### config.mk
export PLATFORM = sky130hd
export DESIGN_NAME = clb_ctrl
export DESIGN_NICKNAME = d
export VERILOG_FILES = /design/src/rtl/clb_pkg.sv /design/src/rtl/clb_ctrl.sv
export SDC_FILE = /design/constraint.sdc
export NUM_CORES = 1
export LEC_CHECK = 0
export BUFFER_PORTS_ARGS = -buffer_cell sky130_fd_sc_hd__buf_2
export CORE_AREA = 10 10 47 49
export CTS_BUF_LIST = sky130_fd_sc_hd__clkbuf_2 sky130_fd_sc_hd__clkbuf_4 sky130_fd_sc_hd__clkbuf_8
export CTS_CLUSTER_DIAMETER = 60
export CTS_CLUSTER_SIZE = 28
export DETAILED_ROUTE_END_ITERATION = 6
export DIE_AREA = 0 0 57 59
export PLACE_DENSITY = 0.49
export SLEW_MARGIN = 20
export SYNTH_ARGS = -nofsm -noshare
export SYNTH_HDL_FRONTEND = slang
export SYNTH_SLANG_ARGS = --single-unit
### constraint.sdc
create_clock -name clk -period 3.33 [get_ports clk]
set_clock_uncertainty 0.05 [all_clocks]
set_input_delay 0.4995 -clock clk [delete_from_list [all_inputs] [get_ports clk]]
set_output_delay 0.4995 -clock clk [all_outputs]
set_load 0.02 [all_outputs]
### src/rtl/clb_pkg.sv
package clb_pkg;

  localparam int CELLS     = 1024;
  localparam int CAPACITY  = 64;
  localparam int MAX_ATOMS = 65536;

  localparam int KIND_W   = 2;
  localparam int CELL_W   = 10;
  localparam int SLOT_W   = 6;
  localparam int STATUS_W = 2;
  localparam int SERIAL_W = 16;
  localparam int VALUE_W  = 17;
  localparam int COUNT_W  = 7;
  localparam int ATOM_W   = 17;
  localparam int CFG_W    = 11;
  localparam int BKT_AW   = CELL_W + SLOT_W;

  localparam logic [CFG_W-1:0] CELLS_IN_USE_RST = CFG_W'(1024);

  localparam logic [KIND_W-1:0] KIND_CLEAR  = 2'd0;
  localparam logic [KIND_W-1:0] KIND_INSERT = 2'd1;
  localparam logic [KIND_W-1:0] KIND_READ   = 2'd2;

  localparam logic [STATUS_W-1:0] ST_OK      = 2'd0;
  localparam logic [STATUS_W-1:0] ST_FULL    = 2'd1;
  localparam logic [STATUS_W-1:0] ST_RANGE   = 2'd2;
  localparam logic [STATUS_W-1:0] ST_EXHAUST = 2'd3;

  typedef enum logic [2:0] {
    S_INIT,
    S_IDLE,
    S_CALC,
    S_CLEAR,
    S_RESULT
  } state_t;

  typedef struct packed {
    logic capture;
    logic calc;
    logic sweep;
    logic load;
  } ctrl_cmd_t;

  typedef struct packed {
    logic is_clear;
    logic sweep_last;
    logic out_free;
  } ctrl_sts_t;

endpackage

### src/rtl/clb_ctrl.sv
module clb_ctrl import clb_pkg::*; (
  input  logic      clk,
  input  logic      rst_n,
  input  logic      in_valid,
  output logic      in_stall,
  input  ctrl_sts_t sts,
  output ctrl_cmd_t cmd
);

  state_t state_r, state_nxt;

  always_ff @(posedge clk) begin
    if (!rst_n) begin
      state_r <= S_INIT;
    end else begin
      state_r <= state_nxt;
    end
  end

  always_comb begin
    state_nxt = state_r;
    case (state_r)
      S_INIT: begin
        if (sts.sweep_last) state_nxt = S_IDLE;
      end
      S_IDLE: begin
        if (in_valid) state_nxt = S_CALC;
      end
      S_CALC: begin
        state_nxt = sts.is_clear ? S_CLEAR : S_RESULT;
      end
      S_CLEAR: begin
        if (sts.sweep_last) state_nxt = S_RESULT;
      end
      S_RESULT: begin
        if (sts.out_free) state_nxt = S_IDLE;
      end
      default: state_nxt = S_INIT;
    endcase
  end

  always_comb begin
    cmd      = '0;
    in_stall = 1'b1;
    case (state_r)
      S_INIT:   cmd.sweep = 1'b1;
      S_IDLE: begin
        in_stall    = 1'b0;
        cmd.capture = in_valid;
      end
      S_CALC:   cmd.calc = 1'b1;
      S_CLEAR:  cmd.sweep = 1'b1;
      S_RESULT: cmd.load = sts.out_free;
      default:  cmd = '0;
    endcase
  end

endmodule

==> results of run 1 <==
## per-stage QoR
stage / cell area, sq um / hold slack (ns)
floorplan: 254 / 0.468
global placement: 305 / 0.561
detailed placement: 305 / 0.547
CTS: 335 / 0.444
global route: 335 / 0.444
finish: 335 / 0.453
## worst max-delay path by stage
stage / depth (start not counted) / startpoint / slack, ns / end
global route: 3 / state_r[0]$_SDFFE_PN0P_ / 1.19 / cmd[3]
finish: 3 / state_r[0]$_SDFFE_PN0P_ / 1.33 / in_stall
floorplan: 3 / state_r[0]$_SDFFE_PN0P_ / 1.54 / cmd[3]
global placement: 3 / state_r[0]$_SDFFE_PN0P_ / 1.58 / in_stall
CTS: 3 / state_r[0]$_SDFFE_PN0P_ / 1.32 / in_stall
detailed placement: 3 / state_r[0]$_SDFFE_PN0P_ / 1.57 / in_stall
## synth_stat cells
library cell  instances
nand4b_1              1
nand2b_1              2
a2111oi_0             1
buf_4                 1
nand2_1               1
nor3b_1               2
o2bb2ai_1             1
or2_2                 1
or4b_4                1
o211ai_2              1
nor2_1                2
mux2i_1               1
xor2_1                1
o22ai_1               1
inv_1                 2
nor3_1                1
or4_1                 1
mux2_2                1
buf_6                 1
or2b_1                1
dfxtp_1               3
a211o_1               1
a21oi_1               1
## layer usage
layer  routed length (um)  track usage [%]
met1                  278             4.02
met2                  252             4.81
met3                   76             3.00
met4                    0             5.03
met5                    0                0
## cell families after synthesis
logic type | synth area share [%]
and+or+nand+nor | 34.5
AOI/OAI and AO/OA | 19.7
buffers and inverters | 10.3
DFF | 23.6
muxes | 8.37
xor gates and xnor gates | 3.45
## critical path, cell delays in order (launching register included)
cell and delay [ns]:
dfxtp_1 0.48, or2b_1 0.31, or2_2 0.28, buf_2 0.16
## cell usage in the layout, fill, tap and decap left out, types with 2 or more instances in the layout
cell       n
clkbuf_4   4
nand2b_1   2
inv_1      2
nor3b_1    2
dfxtp_1    3
nor2_1     2
buf_2     10
## area by class of cell
class / count / area (sq um)
fillers: 176 / 1070
well taps: 16 / 20.0
flip-flops and latches: 3 / 60.1
multi-input cells: 22 / 168
inverters: 2 / 7.51
clock buffers: 4 / 30.0
repair buffers: 10 / 50.0
## where the power goes
part           internal [mW]  total [mW]  switching, mW
Sequential            0.0470      0.0747         0.0277
Clock                 0.0530      0.0707         0.0177
Combinational         0.0576       0.124         0.0659
Total                  0.158       0.269          0.111
==> flow_summary.json, run 1 <==
{
  "rrSetupSlack_ns": 1.94,
  "avgSynthCellArea_sq_um": 8.76,
  "drt_iter0_drc": 8,
  "cp_max_fo": 10,
  "h-tree-depth": 1,
  "min_from": "rst_n",
  "vias": 242,
  "hold_violations": 0,
  "clock_latency_ns": 0.23,
  "synthCells": 29,
  "r2r.worst_path.cells": 3,
  "stdcell_count": 57,
  "seq_area_frac_synth_pct": 23.6,
  "report.final.slew_viol_count": 0,
  "path_class": "flip-flop to output port",
  "synth_area_leader_cell": "dfxtp_1",
  "final.setup.tns_ns": 0,
  "antenna_left": 0,
  "largest_register": "state_r",
  "syn_nets": 35,
  "die-area_sq_mm": 0.00336,
  "outcome": "completed",
  "relSlewSlack_pct": 73.2,
  "p_leak_nw": 0.152,
  "min_path_cells": 2,
  "yosys_warnings": 0,
  "worst_slack_ns": 1.33,
  "vias_per_cell": 4.25,
  "antenna_found_initial": 0,
  "cts.sinks": 3,
  "cts_buffer_depth": 2,
  "endpoint_kind": "output port",
  "syn_area_sq_um": 254,
  "post-route-drc-count": 0,
  "synth_cell_types": 23,
  "cts_setup_buffers": 0,
  "ir_drop_mv": 0.313,
  "cts_tree": "done",
  "dp_slack_ns": 1.57,
  "ys_seq_elements": 3,
  "cts_root_buffer": "clkbuf_4",
  "fp-row-count": 14,
  "timing.rr.start": "state_r[1]$_SDFFE_PN0P_",
  "die_h_um": 59,
  "rsz0062_at_grt": "false",
  "start_util_pct": 18.1,
  "holdBufCountCts": 0,
  "port-buffer-count": 10,
  "areaGrowthSynthToFinish_pct": 32.0,
  "hold_end": "state_r[0]$_SDFFE_PN0P_",
  "grt_max_degree": 13,
  "die_w_um": 57,
  "layout.nets": 48,
  "cts_buffers": 3,
  "min_path_type": "input pin to flip-flop",
  "grt_usage_pct": 4.06,
  "clkSlewWorstSetupHoldPaths_ns": 0.04,
  "fin_util_pct": 23.9,
  "largest_reg_flops": 3,
  "synthTopCellsByArea": "dfxtp_1 (24%), nor3b_1 (5.9%), or4b_4 (5.4%), nand2b_1 (4.9%), o211ai_2 (4.9%)",
  "setup_violations": 0,
  "grt_pass1_vias": 252,
  "cap_violations": 0,
  "min_period_ns": 2.00,
  "grt_pass1_wl_um": 1050,
  "grt_overflow": 0,
  "r2r-end": "state_r[2]$_SDFFE_PN0P_",
  "wl_um": 607,
  "num_antenna_cells": 0,
  "largest_registers": "state_r x3",
  "place_inst": 53,
  "critical_path_arrival_ns": 1.45,
  "ioPinCount": 11,
  "worstMarginPinSlew_ns": 0.402,
  "fmax_mhz": 500,
  "required_ns": 2.78,
  "yosys.area.top_type_share_pct": 23.6,
  "startpoint_type": "flip-flop",
  "cts_resized": 0,
  "dp_hpwl_um": 480,
  "layout-drive-gt1-share_pct": 43.9,
  "core_sq_mm": 0.00140,
  "gp_congestion": 0.686,
  "drt_first_pass_iters": 3,
  "fin_total_pwr_mw": 0.269,
  "fin_crit_sh_pct": 60.1,
  "power_density_mw_per_mm2": 802,
  "routedWlPerCell_um": 10.6
}
Note: power is estimated with default switching activity, not from simulation.
==> run 2: changes to the inputs <==
--- a/config.mk
+++ b/config.mk
@@ -5,6 +5,7 @@
 export SDC_FILE = /design/constraint.sdc
 export NUM_CORES = 1
 export LEC_CHECK = 0
+export ABC_AREA = 1
 export BUFFER_PORTS_ARGS = -buffer_cell sky130_fd_sc_hd__buf_2
 export CORE_AREA = 10 10 47 49
 export CTS_BUF_LIST = sky130_fd_sc_hd__clkbuf_2 sky130_fd_sc_hd__clkbuf_4 sky130_fd_sc_hd__clkbuf_8
@@ -12,7 +13,7 @@
 export CTS_CLUSTER_SIZE = 28
 export DETAILED_ROUTE_END_ITERATION = 6
 export DIE_AREA = 0 0 57 59
-export PLACE_DENSITY = 0.49
+export PLACE_DENSITY = 0.51
 export SLEW_MARGIN = 20
 export SYNTH_ARGS = -nofsm -noshare
 export SYNTH_HDL_FRONTEND = slang
==> constraint.sdc (replaced) <==
create_clock -name clk -period 1.7 [get_ports clk]
set_clock_uncertainty 0.05 [all_clocks]
set_input_delay 0.255 -clock clk [delete_from_list [all_inputs] [get_ports clk]]
set_output_delay 0.255 -clock clk [all_outputs]
set_load 0.02 [all_outputs]
==> run 2 against run 1 <==
Net effect: sequential power grew 110%; design area up 6.7%; via count is 20% higher; count of clock-buffer cells in the layout unchanged; area after synthesis up 1.5%; worst hold slack worse by 0.24 ns; sequential cell count unchanged; critical path depth increased by 2; critical path type unchanged; critical endpoint is now cmd[3]; largest cell class unchanged; largest power group unchanged; highest routed layer unchanged.
==> flow_summary.json, run 2 <==
{
  "outcome": "completed",
  "antenna_found_initial": 0,
  "clkSlewWorstSetupHoldPaths_ns": 0.04,
  "clock_latency_ns": 0.23,
  "stdcell_area_sq_um": 358,
  "path_class": "flip-flop to output port",
  "fin_util_pct": 25.5,
  "place_inst": 68,
  "cts_tree": "done",
  "port-buffer-count": 10,
  "synth_most_common_cell": "nand3_1",
  "muxShareOfSynthArea_pct": 0,
  "cap_violations": 0,
  "synth_xor_area_share_pct": 0,
  "synthCells": 42,
  "grt_pass1_vias": 296,
  "routedWlPerCell_um": 9.06,
  "synth_cell_types": 16,
  "die_w_um": 57,
  "dpl_cell_area_sq_um": 328,
  "cp_max_fo": 6,
  "layout.nets": 63,
  "timing.rr.start": "state_r[0]$_SDFFE_PN0P_",
  "crit_slowest_cell": "dfxtp_1",
  "relSlewSlack_pct": 85.1,
  "syn_nets": 48,
  "wl_um": 652,
  "synthSimpleGateAreaFrac_pct": 55.8,
  "die_h_um": 59,
  "min_period_ns": 1.58,
  "min_from": "rst_n",
  "yosys.area.top_type_share_pct": 23.3,
  "h-tree-depth": 1,
  "fmax_mhz": 632,
  "num_antenna_cells": 0,
  "grt_max_degree": 8,
  "synth_flop_cell": "dfxtp_1",
  "worstMarginPinSlew_ns": 0.221,
  "start_util_pct": 18.4,
  "die-area_sq_mm": 0.00336,
  "min_path_type": "input pin to flip-flop",
  "vias": 291,
  "grt_overflow": 0,
  "synth_compound_area_share_pct": 5.83,
  "startpoint_type": "flip-flop",
  "fp-row-count": 14,
  "ys_seq_elements": 3,
  "synthTopCellsByArea": "dfxtp_1 (23%), nand3_1 (14%), nand2_1 (8.7%), nor2_1 (8.7%), inv_1 (5.8%)",
  "hold_violations": 0,
  "synth_common_cells": "nand3_1 (7), nand2_1 (6), nor2_1 (6)",
  "dp_hpwl_um": 561,
  "stdcell_count": 72,
  "rrSetupSlack_ns": 0.52,
  "syn_area_sq_um": 258,
  "cts_buffers": 3,
  "hold_end": "state_r[0]$_SDFFE_PN0P_",
  "gp_congestion": 0.703,
  "fin_crit_sh_pct": 93.0,
  "ir_drop_mv": 0.437,
  "crit_chain": "inv_2 -> nor2_2 -> nand2_1 -> nor2_1 -> buf_2",
  "cts_resized": 0,
  "layout-drive-gt1-share_pct": 46.4,
  "synth-edff-count": 0,
  "cts_setup_buffers": 0,
  "cts_root_buffer": "clkbuf_4",
  "dp_slack_ns": 0.353,
  "report.final.slew_viol_count": 0,
  "synth_top_family_by_area": "simple AND/OR/NAND/NOR gates",
  "r2r-end": "state_r[1]$_SDFFE_PN0P_",
  "synth_area_leader_cell": "dfxtp_1",
  "endpoint_kind": "output port",
  "min_path_cells": 3,
  "hold_ws_ns": 0.218,
  "holdBufCountCts": 0,
  "r2r.worst_path.cells": 6,
  "required_ns": 1.39,
  "cp_slowest_stage_delay_ns": 0.42,
  "final.setup.tns_ns": 0,
  "fin_total_pwr_mw": 0.725,
  "core_sq_mm": 0.00140,
  "avgSynthCellArea_sq_um": 6.14,
  "drt_iter0_drc": 7,
  "cts_buffer_depth": 2,
  "antenna_left": 0,
  "post-route-drc-count": 0,
  "vias_per_cell": 4.04,
  "p_leak_nw": 0.191,
  "largest_register": "state_r",
  "grt_pass1_wl_um": 1150,
  "seq_area_frac_synth_pct": 23.3,
  "critical_path_arrival_ns": 1.28,
  "layout_common_cells": "buf_2 (10), nand3_1 (7), nand2_1 (6), nor2_1 (6)",
  "setup_violations": 0,
  "largest_reg_flops": 3,
  "cts.sinks": 3,
  "yosys_warnings": 0,
  "worst_slack_ns": 0.119,
  "power_density_mw_per_mm2": 2030,
  "grt_usage_pct": 3.98,
  "areaGrowthSynthToFinish_pct": 38.8,
  "largest_registers": "state_r x3",
  "rsz0062_at_grt": "false",
  "async_reset_ff_share_pct": 0,
  "drt_first_pass_iters": 4,
  "ioPinCount": 11,
  "final_common_cell": "buf_2",
  "synth_fa_ha_area_share_pct": 0
}
run 2: changes by cell type in the layout (fill, tap and decap cells not counted), moves of 2 or more:
cell and change:
nor2_1 +4, nor3b_1 -2, nand2b_1 -2, nand2_1 +5, nor2_2 +2, nand2_2 +2
nand3_1 +7, inv_1 +2, inv_2 +4
run 2: cell type report:
type | instances | area, sq um
clock buffers | 4 | 30.0
fillers | 170 | 1040
inverters | 9 | 38.8
multi-input cells | 30 | 159
flip-flops and latches | 3 | 60.1
well taps | 16 | 20.0
repair buffers | 10 | 50.0
run 2: kinds of logic after synthesis:
family | Yosys count
AO/OA/AOI/OAI | 2
AND/OR/NAND/NOR | 28
buffers and inverters | 9
flip-flops | 3
run 2: how the worst max path moves through the flow:
stage,start,end,slack [ns],cells after the start
finish,state_r[0]$_SDFFE_PN0P_,cmd[3],0.12,5
CTS,state_r[0]$_SDFFE_PN0P_,cmd[3],0.10,5
global placement,state_r[0]$_SDFFE_PN0P_,cmd[3],0.39,5
global route,state_r[0]$_SDFFE_PN0P_,cmd[3],0.02,5
detailed placement,state_r[0]$_SDFFE_PN0P_,cmd[3],0.35,5
floorplan,state_r[2]$_SDFFE_PN0P_,cmd[0],0.24,2
run 2: critical path, delay by kind of cell (launching register included):
kind / cells / cell delay, ns
buf+inv: 2 / 0.25
simple gates: 3 / 0.36
flops: 1 / 0.42
run 2: where the power goes:
group | switching [mW] | internal (mW)
clock network | 0.0352 | 0.104
registers | 0.0515 | 0.102
logic | 0.287 | 0.146
run 2: layer usage:
| layer | vias up | track usage [%] | part of all wire, % |
|---|---|---|---|
| met4 | 0 | 2.01 | 0 |
| met1 | 120 | 4.90 | 45 |
| li1 | 161 | - | - |
| met5 | - | 0 | 0 |
| met2 | 10 | 5.58 | 43 |
| met3 | 0 | 1.93 | 12 |
==> run 3: changes to the inputs <==
--- a/config.mk
+++ b/config.mk
@@ -13,8 +13,8 @@
 export CTS_CLUSTER_SIZE = 28
 export DETAILED_ROUTE_END_ITERATION = 6
 export DIE_AREA = 0 0 57 59
-export PLACE_DENSITY = 0.51
-export SLEW_MARGIN = 20
+export PLACE_DENSITY = 0.49
+export SLEW_MARGIN = 25
 export SYNTH_ARGS = -nofsm -noshare
 export SYNTH_HDL_FRONTEND = slang
 export SYNTH_SLANG_ARGS = --single-unit
==> constraint.sdc (replaced) <==
create_clock -name clk -period 1.92 [get_ports clk]
set_clock_uncertainty 0.05 [all_clocks]
set_input_delay 0.288 -clock clk [delete_from_list [all_inputs] [get_ports clk]]
set_output_delay 0.288 -clock clk [all_outputs]
set_load 0.02 [all_outputs]
==> run 3 against run 2 <==
Net effect: non-clock buffer count unchanged; critical path depth unchanged; worst setup slack better by 0.21 ns; largest power group unchanged.
==> flow_summary.json, run 3 (synthesized netlist as in run 2, its figures left out) <==
{
  "largest_register": "state_r",
  "num_antenna_cells": 0,
  "setup_violations": 0,
  "antenna_found_initial": 0,
  "clkSlewWorstSetupHoldPaths_ns": 0.04,
  "endpoint": "cmd[3]",
  "holdBufCountCts": 0,
  "cts_buffers": 3,
  "post-route-drc-count": 0,
  "grt_usage_pct": 3.85,
  "crit_start": "state_r[0]$_SDFFE_PN0P_",
  "critical_path_arrival_ns": 1.25,
  "cts_root_buffer": "clkbuf_4",
  "min_period_ns": 1.59,
  "fmax_mhz": 629,
  "start_util_pct": 18.4,
  "clock_latency_ns": 0.23,
  "drt_first_pass_iters": 4,
  "layout_common_cells": "buf_2 (10), nand3_1 (7), nand2_1 (6), nor2_1 (6)",
  "cts_tree": "done",
  "cts_buffer_depth": 2,
  "required_ns": 1.58,
  "layout-drive-gt1-share_pct": 46.4,
  "relSlewSlack_pct": 84.4,
  "dp_hpwl_um": 560,
  "grt_pass1_wl_um": 1070,
  "wl_um": 682,
  "dp_slack_ns": 0.577,
  "largest_registers": "state_r x3",
  "power_density_mw_per_mm2": 1810,
  "fin_crit_sh_pct": 82.9,
  "report.final.slew_viol_count": 0,
  "antenna_left": 0,
  "ir_drop_mv": 0.517,
  "final.setup.tns_ns": 0,
  "cts.sinks": 3,
  "cts_resized": 0,
  "outcome": "completed",
  "vias_per_cell": 4.08,
  "final_common_cell": "buf_2",
  "rrSetupSlack_ns": 0.73,
  "largest_reg_flops": 3,
  "port-buffer-count": 10,
  "layout.nets": 63,
  "hold_violations": 0,
  "endpoint_kind": "output port",
  "areaGrowthSynthToFinish_pct": 38.8,
  "cts_setup_buffers": 0,
  "cap_violations": 0,
  "fin_total_pwr_mw": 0.649,
  "drt_iter0_drc": 7,
  "stdcell_area_sq_um": 358,
  "r2r-end": "state_r[0]$_SDFFE_PN0P_",
  "gp_congestion": 0.742,
  "die-area_sq_mm": 0.00336,
  "path_class": "flip-flop to output port",
  "fp-row-count": 14,
  "vias": 294,
  "grt_pass1_vias": 274,
  "r2r.worst_path.cells": 8,
  "timing.rr.start": "state_r[0]$_SDFFE_PN0P_",
  "rsz0062_at_grt": "false",
  "cp_max_fo": 6,
  "die_w_um": 57,
  "grt_overflow": 0,
  "h-tree-depth": 1,
  "fin_util_pct": 25.5,
  "min_path_type": "input pin to flip-flop",
  "p_leak_nw": 0.191,
  "startpoint_type": "flip-flop",
  "core_sq_mm": 0.00140,
  "die_h_um": 59,
  "dpl_cell_area_sq_um": 328,
  "ioPinCount": 11,
  "worst_slack_ns": 0.329,
  "routedWlPerCell_um": 9.47,
  "worstMarginPinSlew_ns": 0.232,
  "grt_max_degree": 8
}
==> run 3: cell counts in the layout (fill, tap and decap cells not counted) <==
No cell type changed its count.
==> run 3: worst max-delay path: stages, from the launching register on <==
cell     delay [ns]
dfxtp_1        0.44
inv_2          0.09
nor2_2         0.14
nand2_1        0.11
nor2_1         0.08
buf_2          0.17
==> run 3: routing by layer <==
layer,wire length [um],vias to the layer above,part of all wire (%),track usage (%)
met1,300,122,44,4.40
met3,85,0,12,1.72
li1,-,164,-,-
met2,297,8,44,5.43
met4,0,0,0,3.02
met5,0,-,0,0
==> run 3: power by group <==
part / switching (mW) / internal, mW / total [mW]
combinational: 0.258 / 0.129 / 0.387
clock: 0.0310 / 0.0919 / 0.123
sequential: 0.0484 / 0.0903 / 0.139
==> run 3: metrics by stage <==
step           instances  hold slack (ns)
3_3_place_gp          68            0.492
6_report              72            0.250
4_1_cts               72            0.242
5_1_grt               72            0.265
2_1_floorplan         42            0.359
3_5_place_dp          68            0.490
==> run 3: worst min-delay path by stage <==
stage          startpoint                       to  slack [ns]  cells past startpoint
2_1_floorplan       rst_n  state_r[2]$_SDFFE_PN0P_        0.36                      2
3_3_place_gp        rst_n  state_r[0]$_SDFFE_PN0P_        0.49                      3
3_5_place_dp        rst_n  state_r[2]$_SDFFE_PN0P_        0.49                      3
4_1_cts             rst_n  state_r[2]$_SDFFE_PN0P_        0.24                      3
5_1_grt             rst_n  state_r[2]$_SDFFE_PN0P_        0.27                      3
6_report            rst_n  state_r[2]$_SDFFE_PN0P_        0.25                      3
==> run 3: cell type report <==
cell class | count | area [sq um]
clock buffer | 4 | 30.0
fill | 170 | 1040
inverter | 9 | 38.8
multi-input combinational | 30 | 159
sequential | 3 | 60.1
tap | 16 | 20.0
timing repair buffer | 10 | 50.0
